===== src/sv/mlcg_pkg.sv =====
// ============================================================================
// mlcg_pkg
// Shared types and constants for the minimal standard LCG sampler.
// ============================================================================
package mlcg_pkg;

    localparam int unsigned VAL_W = 31;
    localparam int unsigned MUL_W = 15;
    localparam int unsigned PROD_W = VAL_W + MUL_W;
    localparam int unsigned SUM_W = 35;
    localparam int unsigned CNT_W = 4;

    localparam int unsigned MAX_CATEGORIES = 8;
    localparam int unsigned AW = (MAX_CATEGORIES > 1) ? $clog2(MAX_CATEGORIES) : 1;

    localparam logic [MUL_W-1:0] MULTIPLIER = 15'd16807;
    localparam logic [VAL_W-1:0] MODULUS = 31'h7FFF_FFFF;
    localparam logic [SUM_W-1:0] NEG_MODULUS = ~{4'b0000, MODULUS} + 35'd1;

    localparam logic [1:0] FUNC_UNIFORM = 2'd0;
    localparam logic [1:0] FUNC_CATEG = 2'd1;
    localparam logic [1:0] FUNC_BERN = 2'd2;
    localparam logic [1:0] FUNC_LOAD = 2'd3;

    localparam logic [1:0] REG_SEED = 2'd0;
    localparam logic [1:0] REG_THRESH = 2'd1;
    localparam logic [1:0] REG_COUNT = 2'd2;

    typedef enum logic [2:0] {
        OP_NONE   = 3'd0,
        OP_MUL    = 3'd1,
        OP_FOLD   = 3'd2,
        OP_REDUCE = 3'd3,
        OP_ACCUM  = 3'd4,
        OP_BERN   = 3'd5
    } op_t;

    typedef struct packed {
        op_t  op;
        logic clear_acc;
    } dp_cmd_t;

endpackage


===== src/sv/mlcg_wram.sv =====
// ============================================================================
// mlcg_wram
// Category weight memory: one write port, one registered read port.
// ============================================================================
module mlcg_wram #(
    parameter int unsigned DEPTH = 8
) (
    input  logic                                          aclk,
    input  logic                                          we,
    input  logic [((DEPTH > 1) ? $clog2(DEPTH) : 1)-1:0] waddr,
    input  logic [mlcg_pkg::VAL_W-1:0]                    wdata,
    input  logic [((DEPTH > 1) ? $clog2(DEPTH) : 1)-1:0] raddr,
    output logic [mlcg_pkg::VAL_W-1:0]                    rdata
);

    logic [mlcg_pkg::VAL_W-1:0] mem [DEPTH];
    logic [mlcg_pkg::VAL_W-1:0] rdata_reg;

    always_ff @(posedge aclk) begin
        if (we) begin
            mem[waddr] <= wdata;
        end
        rdata_reg <= mem[raddr];
    end

    assign rdata = rdata_reg;

endmodule


===== src/sv/mlcg_datapath.sv =====
// ============================================================================
// mlcg_datapath
// Generator value, 31x15 multiplier and shared 35-bit add/compare unit.
// ============================================================================
module mlcg_datapath (
    input  logic                        aclk,
    input  logic                        aresetn,
    input  mlcg_pkg::dp_cmd_t           cmd,
    input  logic [mlcg_pkg::VAL_W-1:0]  weight,
    input  logic [mlcg_pkg::VAL_W-1:0]  threshold,
    input  logic                        seed_we,
    input  logic [mlcg_pkg::VAL_W-1:0]  seed,
    output logic [mlcg_pkg::VAL_W-1:0]  value,
    output logic                        le
);

    logic [mlcg_pkg::VAL_W-1:0]  x_reg, x_next;
    logic [mlcg_pkg::PROD_W-1:0] prod_reg, prod_next;
    logic [mlcg_pkg::SUM_W-1:0]  acc_reg, acc_next;
    logic [mlcg_pkg::SUM_W-1:0]  add_a, add_b, add_sum, cmp_b;

    always_comb begin
        add_a = acc_reg;
        add_b = '0;
        unique case (cmd.op)
            mlcg_pkg::OP_FOLD: begin
                add_a = mlcg_pkg::SUM_W'(prod_reg[mlcg_pkg::VAL_W-1:0]);
                add_b = mlcg_pkg::SUM_W'(prod_reg[mlcg_pkg::PROD_W-1:mlcg_pkg::VAL_W]);
            end
            mlcg_pkg::OP_REDUCE: add_b = mlcg_pkg::NEG_MODULUS;
            mlcg_pkg::OP_ACCUM:  add_b = mlcg_pkg::SUM_W'(weight);
            default:             add_b = '0;
        endcase
    end

    assign add_sum = add_a + add_b;
    assign cmp_b   = (cmd.op == mlcg_pkg::OP_ACCUM) ? add_sum
                                                    : mlcg_pkg::SUM_W'(threshold);
    assign le      = mlcg_pkg::SUM_W'(x_reg) <= cmp_b;

    always_comb begin
        x_next    = x_reg;
        prod_next = prod_reg;
        acc_next  = acc_reg;
        if (cmd.op == mlcg_pkg::OP_MUL) begin
            prod_next = x_reg * mlcg_pkg::MULTIPLIER;
        end
        if (cmd.op == mlcg_pkg::OP_REDUCE) begin
            // negative difference means the folded value is already below the modulus
            x_next = add_sum[mlcg_pkg::SUM_W-1] ? acc_reg[mlcg_pkg::VAL_W-1:0]
                                                : add_sum[mlcg_pkg::VAL_W-1:0];
        end
        if (cmd.op == mlcg_pkg::OP_FOLD || cmd.op == mlcg_pkg::OP_ACCUM) begin
            acc_next = add_sum;
        end else if (cmd.clear_acc) begin
            acc_next = '0;
        end
        if (seed_we) begin
            x_next = seed;
        end
    end

    always_ff @(posedge aclk) begin
        if (!aresetn) begin
            x_reg <= mlcg_pkg::VAL_W'(1);
        end else begin
            x_reg <= x_next;
        end
        prod_reg <= prod_next;
        acc_reg  <= acc_next;
    end

    assign value = x_reg;

endmodule


===== src/sv/mlcg_ctrl.sv =====
// ============================================================================
// mlcg_ctrl
// Sequencer: request intake, weight walk and result register.
// ============================================================================
module mlcg_ctrl (
    input  logic                        aclk,
    input  logic                        aresetn,
    input  logic                        s_valid,
    output logic                        s_ready,
    input  logic [1:0]                  s_func,
    input  logic [2:0]                  s_entry_index,
    input  logic [mlcg_pkg::VAL_W-1:0]  s_weight_value,
    output logic                        m_valid,
    input  logic                        m_ready,
    output logic [mlcg_pkg::VAL_W-1:0]  m_random_value,
    output logic [3:0]                  m_category,
    output logic                        m_flag,
    input  logic [mlcg_pkg::CNT_W-1:0]  category_count,
    input  logic [mlcg_pkg::VAL_W-1:0]  value,
    input  logic                        le,
    output mlcg_pkg::dp_cmd_t           cmd,
    output logic                        ram_we,
    output logic [mlcg_pkg::AW-1:0]     ram_waddr,
    output logic [mlcg_pkg::VAL_W-1:0]  ram_wdata,
    output logic [mlcg_pkg::AW-1:0]     ram_raddr
);

    typedef enum logic [5:0] {
        ST_IDLE   = 6'b000001,
        ST_MUL    = 6'b000010,
        ST_FOLD   = 6'b000100,
        ST_REDUCE = 6'b001000,
        ST_WALK   = 6'b010000,
        ST_FIN    = 6'b100000
    } state_t;

    state_t                      state_reg, state_next;
    logic [1:0]                  func_reg, func_next;
    logic [mlcg_pkg::CNT_W-1:0]  cnt_reg, cnt_next, cnt_inc;
    logic [3:0]                  cat_reg, cat_next;
    logic [mlcg_pkg::CNT_W-1:0]  n_used;
    logic                        m_valid_reg, m_valid_next;
    logic [mlcg_pkg::VAL_W-1:0]  m_value_reg, m_value_next;
    logic [3:0]                  m_cat_reg, m_cat_next;
    logic                        m_flag_reg, m_flag_next;
    logic [mlcg_pkg::AW+2:0]     waddr_wide;
    logic [mlcg_pkg::AW+mlcg_pkg::CNT_W-1:0] raddr_wide;
    logic                        idx_ok;

    assign n_used = (32'(category_count) > mlcg_pkg::MAX_CATEGORIES)
                    ? mlcg_pkg::CNT_W'(mlcg_pkg::MAX_CATEGORIES) : category_count;
    assign cnt_inc = cnt_reg + mlcg_pkg::CNT_W'(1);

    assign waddr_wide = {{mlcg_pkg::AW{1'b0}}, s_entry_index};
    assign raddr_wide = {{mlcg_pkg::AW{1'b0}}, cnt_next};
    assign ram_waddr  = waddr_wide[mlcg_pkg::AW-1:0];
    assign ram_raddr  = raddr_wide[mlcg_pkg::AW-1:0];
    assign ram_wdata  = s_weight_value;
    assign idx_ok     = 32'(s_entry_index) < mlcg_pkg::MAX_CATEGORIES;

    assign s_ready = (state_reg == ST_IDLE);

    always_comb begin
        state_next    = state_reg;
        func_next     = func_reg;
        cnt_next      = cnt_reg;
        cat_next      = cat_reg;
        cmd.op        = mlcg_pkg::OP_NONE;
        cmd.clear_acc = 1'b0;
        ram_we        = 1'b0;
        m_valid_next  = m_valid_reg && !m_ready;
        m_value_next  = m_value_reg;
        m_cat_next    = m_cat_reg;
        m_flag_next   = m_flag_reg;
        unique case (state_reg)
            ST_IDLE: begin
                if (s_valid) begin
                    func_next = s_func;
                    if (s_func == mlcg_pkg::FUNC_LOAD) begin
                        ram_we     = idx_ok;
                        cat_next   = 4'd0;
                        state_next = ST_FIN;
                    end else begin
                        state_next = ST_MUL;
                    end
                end
            end
            ST_MUL: begin
                cmd.op     = mlcg_pkg::OP_MUL;
                state_next = ST_FOLD;
            end
            ST_FOLD: begin
                cmd.op     = mlcg_pkg::OP_FOLD;
                state_next = ST_REDUCE;
            end
            ST_REDUCE: begin
                cmd.op        = mlcg_pkg::OP_REDUCE;
                cmd.clear_acc = 1'b1;
                cnt_next      = '0;
                cat_next      = (func_reg == mlcg_pkg::FUNC_CATEG) ? 4'd1 : 4'd0;
                if (func_reg == mlcg_pkg::FUNC_CATEG && n_used != '0) begin
                    state_next = ST_WALK;
                end else begin
                    state_next = ST_FIN;
                end
            end
            ST_WALK: begin
                cmd.op = mlcg_pkg::OP_ACCUM;
                if (le) begin
                    cat_next   = 4'(cnt_inc);
                    state_next = ST_FIN;
                end else if (cnt_inc == n_used) begin
                    cat_next   = 4'(n_used + mlcg_pkg::CNT_W'(1));
                    state_next = ST_FIN;
                end else begin
                    cnt_next = cnt_inc;
                end
            end
            ST_FIN: begin
                cmd.op = (func_reg == mlcg_pkg::FUNC_BERN) ? mlcg_pkg::OP_BERN
                                                           : mlcg_pkg::OP_NONE;
                if (!m_valid_reg || m_ready) begin
                    m_valid_next = 1'b1;
                    m_value_next = value;
                    m_cat_next   = cat_reg;
                    m_flag_next  = (func_reg == mlcg_pkg::FUNC_BERN) && le;
                    state_next   = ST_IDLE;
                end
            end
            default: state_next = ST_IDLE;
        endcase
    end

    always_ff @(posedge aclk) begin
        if (!aresetn) begin
            state_reg   <= ST_IDLE;
            m_valid_reg <= 1'b0;
        end else begin
            state_reg   <= state_next;
            m_valid_reg <= m_valid_next;
        end
        func_reg    <= func_next;
        cnt_reg     <= cnt_next;
        cat_reg     <= cat_next;
        m_value_reg <= m_value_next;
        m_cat_reg   <= m_cat_next;
        m_flag_reg  <= m_flag_next;
    end

    assign m_valid        = m_valid_reg;
    assign m_random_value = m_value_reg;
    assign m_category     = m_cat_reg;
    assign m_flag         = m_flag_reg;

endmodule


===== src/sv/minimal_standard_lcg_sampler.sv =====
// ============================================================================
// minimal_standard_lcg_sampler
// Park-Miller (16807, 2^31-1) generator with uniform, categorical and
// Bernoulli draws and a loadable category weight table.
// ============================================================================
// Requests enter on s_valid/s_ready with s_func, s_entry_index and
// s_weight_value; results leave on m_valid/m_ready with m_random_value,
// m_category and m_flag, one result per request, in order.
// Registers over APB: seed at 0x0 (also loads the generator), true_threshold
// at 0x4, category_count at 0x8. pready is tied high.
// Steps from request accept to m_valid:
//   load weight              final step
//   uniform, Bernoulli draw  multiply, fold, reduce, final step
//   categorical draw         adds a walk of k = 0..8 weights before final step
// A new request is taken only once the previous result is registered. The
// sequence is set by the single multiplier, the shared 35-bit
// adder/comparator and the one-read-per-cycle weight memory, which is walked
// one entry per cycle.
// Reset: seed 1, threshold 0, count 0, generator 1; weights are undefined
// until loaded. A stalled result stays in the output register; the next
// request is still accepted and waits in its final step until the register
// frees up.
// ============================================================================
module minimal_standard_lcg_sampler (
    input  logic                        aclk,
    input  logic                        aresetn,
    input  logic                        psel,
    input  logic                        penable,
    input  logic                        pwrite,
    input  logic [3:0]                  paddr,
    input  logic [31:0]                 pwdata,
    output logic [31:0]                 prdata,
    output logic                        pready,
    input  logic                        s_valid,
    output logic                        s_ready,
    input  logic [1:0]                  s_func,
    input  logic [2:0]                  s_entry_index,
    input  logic [mlcg_pkg::VAL_W-1:0]  s_weight_value,
    output logic                        m_valid,
    input  logic                        m_ready,
    output logic [mlcg_pkg::VAL_W-1:0]  m_random_value,
    output logic [3:0]                  m_category,
    output logic                        m_flag
);

    logic [mlcg_pkg::VAL_W-1:0] seed_reg, seed_next;
    logic [mlcg_pkg::VAL_W-1:0] thresh_reg, thresh_next;
    logic [mlcg_pkg::CNT_W-1:0] count_reg, count_next;
    logic                       cfg_we, seed_we;
    logic [1:0]                 reg_idx;

    mlcg_pkg::dp_cmd_t          cmd;
    logic [mlcg_pkg::VAL_W-1:0] value;
    logic                       le;
    logic                       ram_we;
    logic [mlcg_pkg::AW-1:0]    ram_waddr, ram_raddr;
    logic [mlcg_pkg::VAL_W-1:0] ram_wdata, ram_rdata;

    assign pready  = 1'b1;
    assign reg_idx = paddr[3:2];
    assign cfg_we  = psel && penable && pwrite;
    assign seed_we = cfg_we && (reg_idx == mlcg_pkg::REG_SEED);

    always_comb begin
        seed_next   = seed_reg;
        thresh_next = thresh_reg;
        count_next  = count_reg;
        if (cfg_we) begin
            unique case (reg_idx)
                mlcg_pkg::REG_SEED:   seed_next   = pwdata[mlcg_pkg::VAL_W-1:0];
                mlcg_pkg::REG_THRESH: thresh_next = pwdata[mlcg_pkg::VAL_W-1:0];
                mlcg_pkg::REG_COUNT:  count_next  = pwdata[mlcg_pkg::CNT_W-1:0];
                default: ;
            endcase
        end
    end

    always_comb begin
        unique case (reg_idx)
            mlcg_pkg::REG_SEED:   prdata = 32'(seed_reg);
            mlcg_pkg::REG_THRESH: prdata = 32'(thresh_reg);
            mlcg_pkg::REG_COUNT:  prdata = 32'(count_reg);
            default:              prdata = '0;
        endcase
    end

    always_ff @(posedge aclk) begin
        if (!aresetn) begin
            seed_reg   <= mlcg_pkg::VAL_W'(1);
            thresh_reg <= '0;
            count_reg  <= '0;
        end else begin
            seed_reg   <= seed_next;
            thresh_reg <= thresh_next;
            count_reg  <= count_next;
        end
    end

    mlcg_wram #(
        .DEPTH (mlcg_pkg::MAX_CATEGORIES)
    ) u_wram (
        .aclk  (aclk),
        .we    (ram_we),
        .waddr (ram_waddr),
        .wdata (ram_wdata),
        .raddr (ram_raddr),
        .rdata (ram_rdata)
    );

    mlcg_datapath u_datapath (
        .aclk      (aclk),
        .aresetn   (aresetn),
        .cmd       (cmd),
        .weight    (ram_rdata),
        .threshold (thresh_reg),
        .seed_we   (seed_we),
        .seed      (pwdata[mlcg_pkg::VAL_W-1:0]),
        .value     (value),
        .le        (le)
    );

    mlcg_ctrl u_ctrl (
        .aclk           (aclk),
        .aresetn        (aresetn),
        .s_valid        (s_valid),
        .s_ready        (s_ready),
        .s_func         (s_func),
        .s_entry_index  (s_entry_index),
        .s_weight_value (s_weight_value),
        .m_valid        (m_valid),
        .m_ready        (m_ready),
        .m_random_value (m_random_value),
        .m_category     (m_category),
        .m_flag         (m_flag),
        .category_count (count_reg),
        .value          (value),
        .le             (le),
        .cmd            (cmd),
        .ram_we         (ram_we),
        .ram_waddr      (ram_waddr),
        .ram_wdata      (ram_wdata),
        .ram_raddr      (ram_raddr)
    );

    a_busy_after_accept: assert property (@(posedge aclk) disable iff (!aresetn)
        s_valid && s_ready |=> !s_ready)
        else $error("sampler still ready after taking a request");

    a_cat_flag_exclusive: assert property (@(posedge aclk) disable iff (!aresetn)
        m_valid |-> !(m_category != 4'd0 && m_flag))
        else $error("category and flag both set in one result");

    a_reset_clears_result: assert property (@(posedge aclk)
        !aresetn |=> !m_valid)
        else $error("result valid right after reset");

endmodule


===== config.mk =====
export PLATFORM = sky130hd
export DESIGN_NAME = minimal_standard_lcg_sampler
export DESIGN_NICKNAME = d
export VERILOG_FILES = /design/src/sv/mlcg_pkg.sv /design/src/sv/mlcg_wram.sv /design/src/sv/mlcg_datapath.sv /design/src/sv/mlcg_ctrl.sv /design/src/sv/minimal_standard_lcg_sampler.sv
export SDC_FILE = /design/constraint.sdc
export NUM_CORES = 1
export LEC_CHECK = 0
export BUFFER_PORTS_ARGS = -buffer_cell sky130_fd_sc_hd__buf_2
export CAP_MARGIN = 10
export CORE_MARGIN = 1
export CORE_UTILIZATION = 45
export CTS_CLUSTER_SIZE = 40
export DETAILED_ROUTE_END_ITERATION = 10
export PLACE_DENSITY = 0.59
export SYNTH_ARGS = -nofsm -noshare
export SYNTH_HDL_FRONTEND = slang
export SYNTH_HIERARCHICAL = 1
export SYNTH_SLANG_ARGS = --single-unit

===== constraint.sdc =====
create_clock -name aclk -period 11.4 [get_ports aclk]
set_clock_uncertainty 0.2 [all_clocks]
set_input_delay 0 -clock aclk [delete_from_list [all_inputs] [get_ports aclk]]
set_output_delay 0 -clock aclk [all_outputs]
set_load 0.05 [all_outputs]

==> results.toml <==
[run_status]
outcome = "finished clean"

[power]
total_leakage_power_uw = 0.0153
pwr-share-seq_pct = 47.2
ir_drop_uv = 134
switching_share_pct = 23.0
net-switching-power_uw = 989
power.clock.fraction_pct = 44.7
part_of_the_total_power_dissipated_in_combinational_logic_pct = 8.1
post_route_total_power_uw = 4310
power_per_cell_area_nw_per_um2 = 121
intPower_uw = 3320

[setup_path]
worst_r2r_startpoint = "u_ctrl/state_reg[5]"
crit_arrival_ns = 10.40
crit_path_top_delay_cell = "nor2_1"
timing.critical_path.mode_cell = "a21oi_1"
cp-end-kind = "register"
crit-reg2reg-capture = "u_wram/rdata[13]"
regToRegSetupSlack_ns = 1.28
worstSetupPathType = "reg -> reg"
worstRegToRegCells = 32
worstPathRequired_ns = 11.69
crit_path_max_incr_delay_ns = 0.72
worst_setup_path_start_kind = "register"
largest_fanout_on_the_critical_path = 63

[clock_network]
insertion_delay_ns = 0.62
cts.repair.resized = 0
cts.clk_slew.worst_paths_ns = 0.06
clock_tree.root_cell = "clkbuf_16"
post_cts.repair.setup_buffers = 0
cts_buffers = 54
cts.sinks = 510
worst_case_clock_buffer_depth = 3
cts_tree = "yes"
htreeDepth = 2

[yosys]
synth_largest_type_area_fraction_pct = 35.9
synth.ff_latch_count = 510
synth_area_sq_um = 31100
post-synth-top-area-cell = "edfxtp_1"
synth-edff-count = 372
synth_area_per_cell_sq_um = 11.9
yosys-top-cells-area = "edfxtp_1, ha_1, dfxtp_1"
synth_fp_nets = 3075
netlist_instances = 2607
synth.yosys.seq_area_share_pct = 44.8
postSynth.asyncResetShare_pct = 0
ys_types = 92
yosys_warnings = 6
synth-main-ff-cell = "edfxtp_1"

[drt]
ant_nets = 0
post-route-drc-count = 0
num_vias = 20700
routed_wire_length_per_instance_um = 21.3
avgViaCountPerCell = 5.50
drtPass1Iterations = 7
postRouteWirelength_mm = 80.0
drtIter0Drc = 1393

[timing]
final.period_utilization_pct = 88.8
timing.fmax_mhz = 98.8
total_negative_slack_for_setup_checks_ns = 0
measured_slew_at_the_worst_slew_check_pin_ns = 1.11
worst_relative_slew_slack_pct = 25.7
report.final.setup_viol = 0
final_hold_viol_count = 0
fin_crit_ns = 10.12
rsz0062_at_grt = "no"
slew_violations = 0
fin_ws_ns = 1.28

[global_route]
grtUsageTotal_pct = 22.9
first_global_vias = 20700
grt_first_pass_wirelength_mm = 123
grt_overflow = 0
grt_antenna_before_repair = 4
grt_max_degree = 84

[floorplanning]
die_area_sq_um = 70200
core-area_sq_um = 68500
die_y_um = 265
floorplan.io_pins = 150
floorplan.rows = 96
initial_utilization_pct = 45.5
floorplan.die.width_um = 265

[min_path]
timing.hold.worst_endpoint = "u_wram/mem[2][8]"
min_delay_path_depth = 2
min_path_type = "in -> reg"
hp-start = "s_weight_value[8]"

[layout]
flow.area_growth_from_synthesis_pct = 14.8
largest_register_ffs = 248
layout_net_count = 3294
final_layout_size_suffix_gt1_share_pct = 13.2
final_common_cell = "edfxtp_1"
final-instance-count-excl-fill = 3758
layout.cells.most_common_list = "edfxtp_1, inv_1, ha_1"

[place]
post-place-cells = 3535
place.gp.congestion = 0.922
pre_cts_ws_ns = 1.39
port_buffers = 144
dpl.hpwl_mm = 57.9

[run]
drv.max_cap_violation_count = 0
cell families (layout without fill, tap and decap cells):
kind of cell | count (synthesis) | in the layout | synth area share, %
and+or+nand+nor | 584 | 584 | 8.87
AOI/OAI and AO/OA | 400 | 400 | 8.20
adders and majority gates | 389 | 389 | 18.9
xor gates and xnor gates | 67 | 67 | 1.95
muxes | 249 | 249 | 11.5
other | 2 | 6 | 0.0241
buffers and inverters | 406 | 671 | 5.83
DFF | 510 | 510 | 44.8
worst max-delay path: cells and delay by family (launching register included):
| family | cells | cell delay (ns) |
|---|---|---|
| buf+inv | 3 | 0.63 |
| simple gates | 14 | 4.75 |
| flops | 1 | 0.43 |
| mux | 3 | 1.12 |
| compound gates | 9 | 2.03 |
| fa+ha+maj | 3 | 0.77 |
synth_stat cells, types with 14 or more instances:
cell and count:
a211oi_1 16, a21o_1 41, a21oi_1 119, a22o_1 14
a31oi_1 14, and3_1 24, buf_4 43, buf_6 15
clkbuf_1 68, dfxtp_1 138, edfxtp_1 372, fa_1 134
ha_1 255, inv_1 262, mux2_2 62, mux2i_1 125
mux4_1 62, nand2_1 203, nand2b_1 32, nand3_1 28
nor2_1 155, nor2b_1 24, nor3_1 25, o211ai_1 15
o21ai_0 90, o21ai_1 15, or3_1 26, xnor2_1 36
xor2_1 30
power by group through the flow:
| stage | clock network [uW] | registers, uW | logic (uW) |
|---|---|---|---|
| finish | 1930 | 2040 | 350 |
| global route | 2040 | 2040 | 385 |
| CTS | 1960 | 2040 | 351 |
| detailed placement | 0 | 2080 | 316 |
| global placement | 0 | 2070 | 310 |
| floorplan | 0 | 2070 | 221 |
final cells by class:
cell class | instances | area, sq um
Sequential cell | 510 | 13900
Clock buffer | 65 | 1440
Timing Repair Buffer | 305 | 2250
Fill cell | 5948 | 32700
Tap cell | 882 | 1100
Antenna cell | 4 | 10.0
Clock inverter | 37 | 527
Inverter | 264 | 991
Multi-Input combinational cell | 1691 | 15500
worst max-delay path by stage:
stage                             start          endpoint  slack [ns]  cells past startpoint
CTS                 u_ctrl/state_reg[4]   u_wram/rdata[9]        1.30                     33
floorplan           u_ctrl/state_reg[3]   u_wram/rdata[0]        3.47                     38
global route        u_ctrl/state_reg[5]  u_wram/rdata[13]        0.61                     33
global placement    u_ctrl/state_reg[4]   u_wram/rdata[8]        1.55                     32
finish              u_ctrl/state_reg[5]  u_wram/rdata[13]        1.28                     32
detailed placement  u_ctrl/state_reg[4]  u_wram/rdata[23]        1.39                     32
metrics by stage:
step | cell area (sq um) | utilization (%) | hold WS, ns
floorplan | 31100 | - | -0.101
global placement | 32600 | 47.6 | 0.00593
detailed placement | 32600 | 47.6 | 0.0109
CTS | 35700 | 52.2 | 0.00213
global route | 35700 | 52.2 | 0.0211
finish | 35700 | 52.2 | 0.0204
routing by layer:
layer	global-route usage (%)	routed length (um)
met4	6.28	2200
met1	32.0	36400
met3	2.71	3800
met2	37.7	37700
met5	0	0
timing repair:
item	CTS	global route
setup endpoints to repair	0	0
hold endpoints to repair	422	0
hold buffers	117	0
Note: power is estimated with default switching activity, not from simulation.
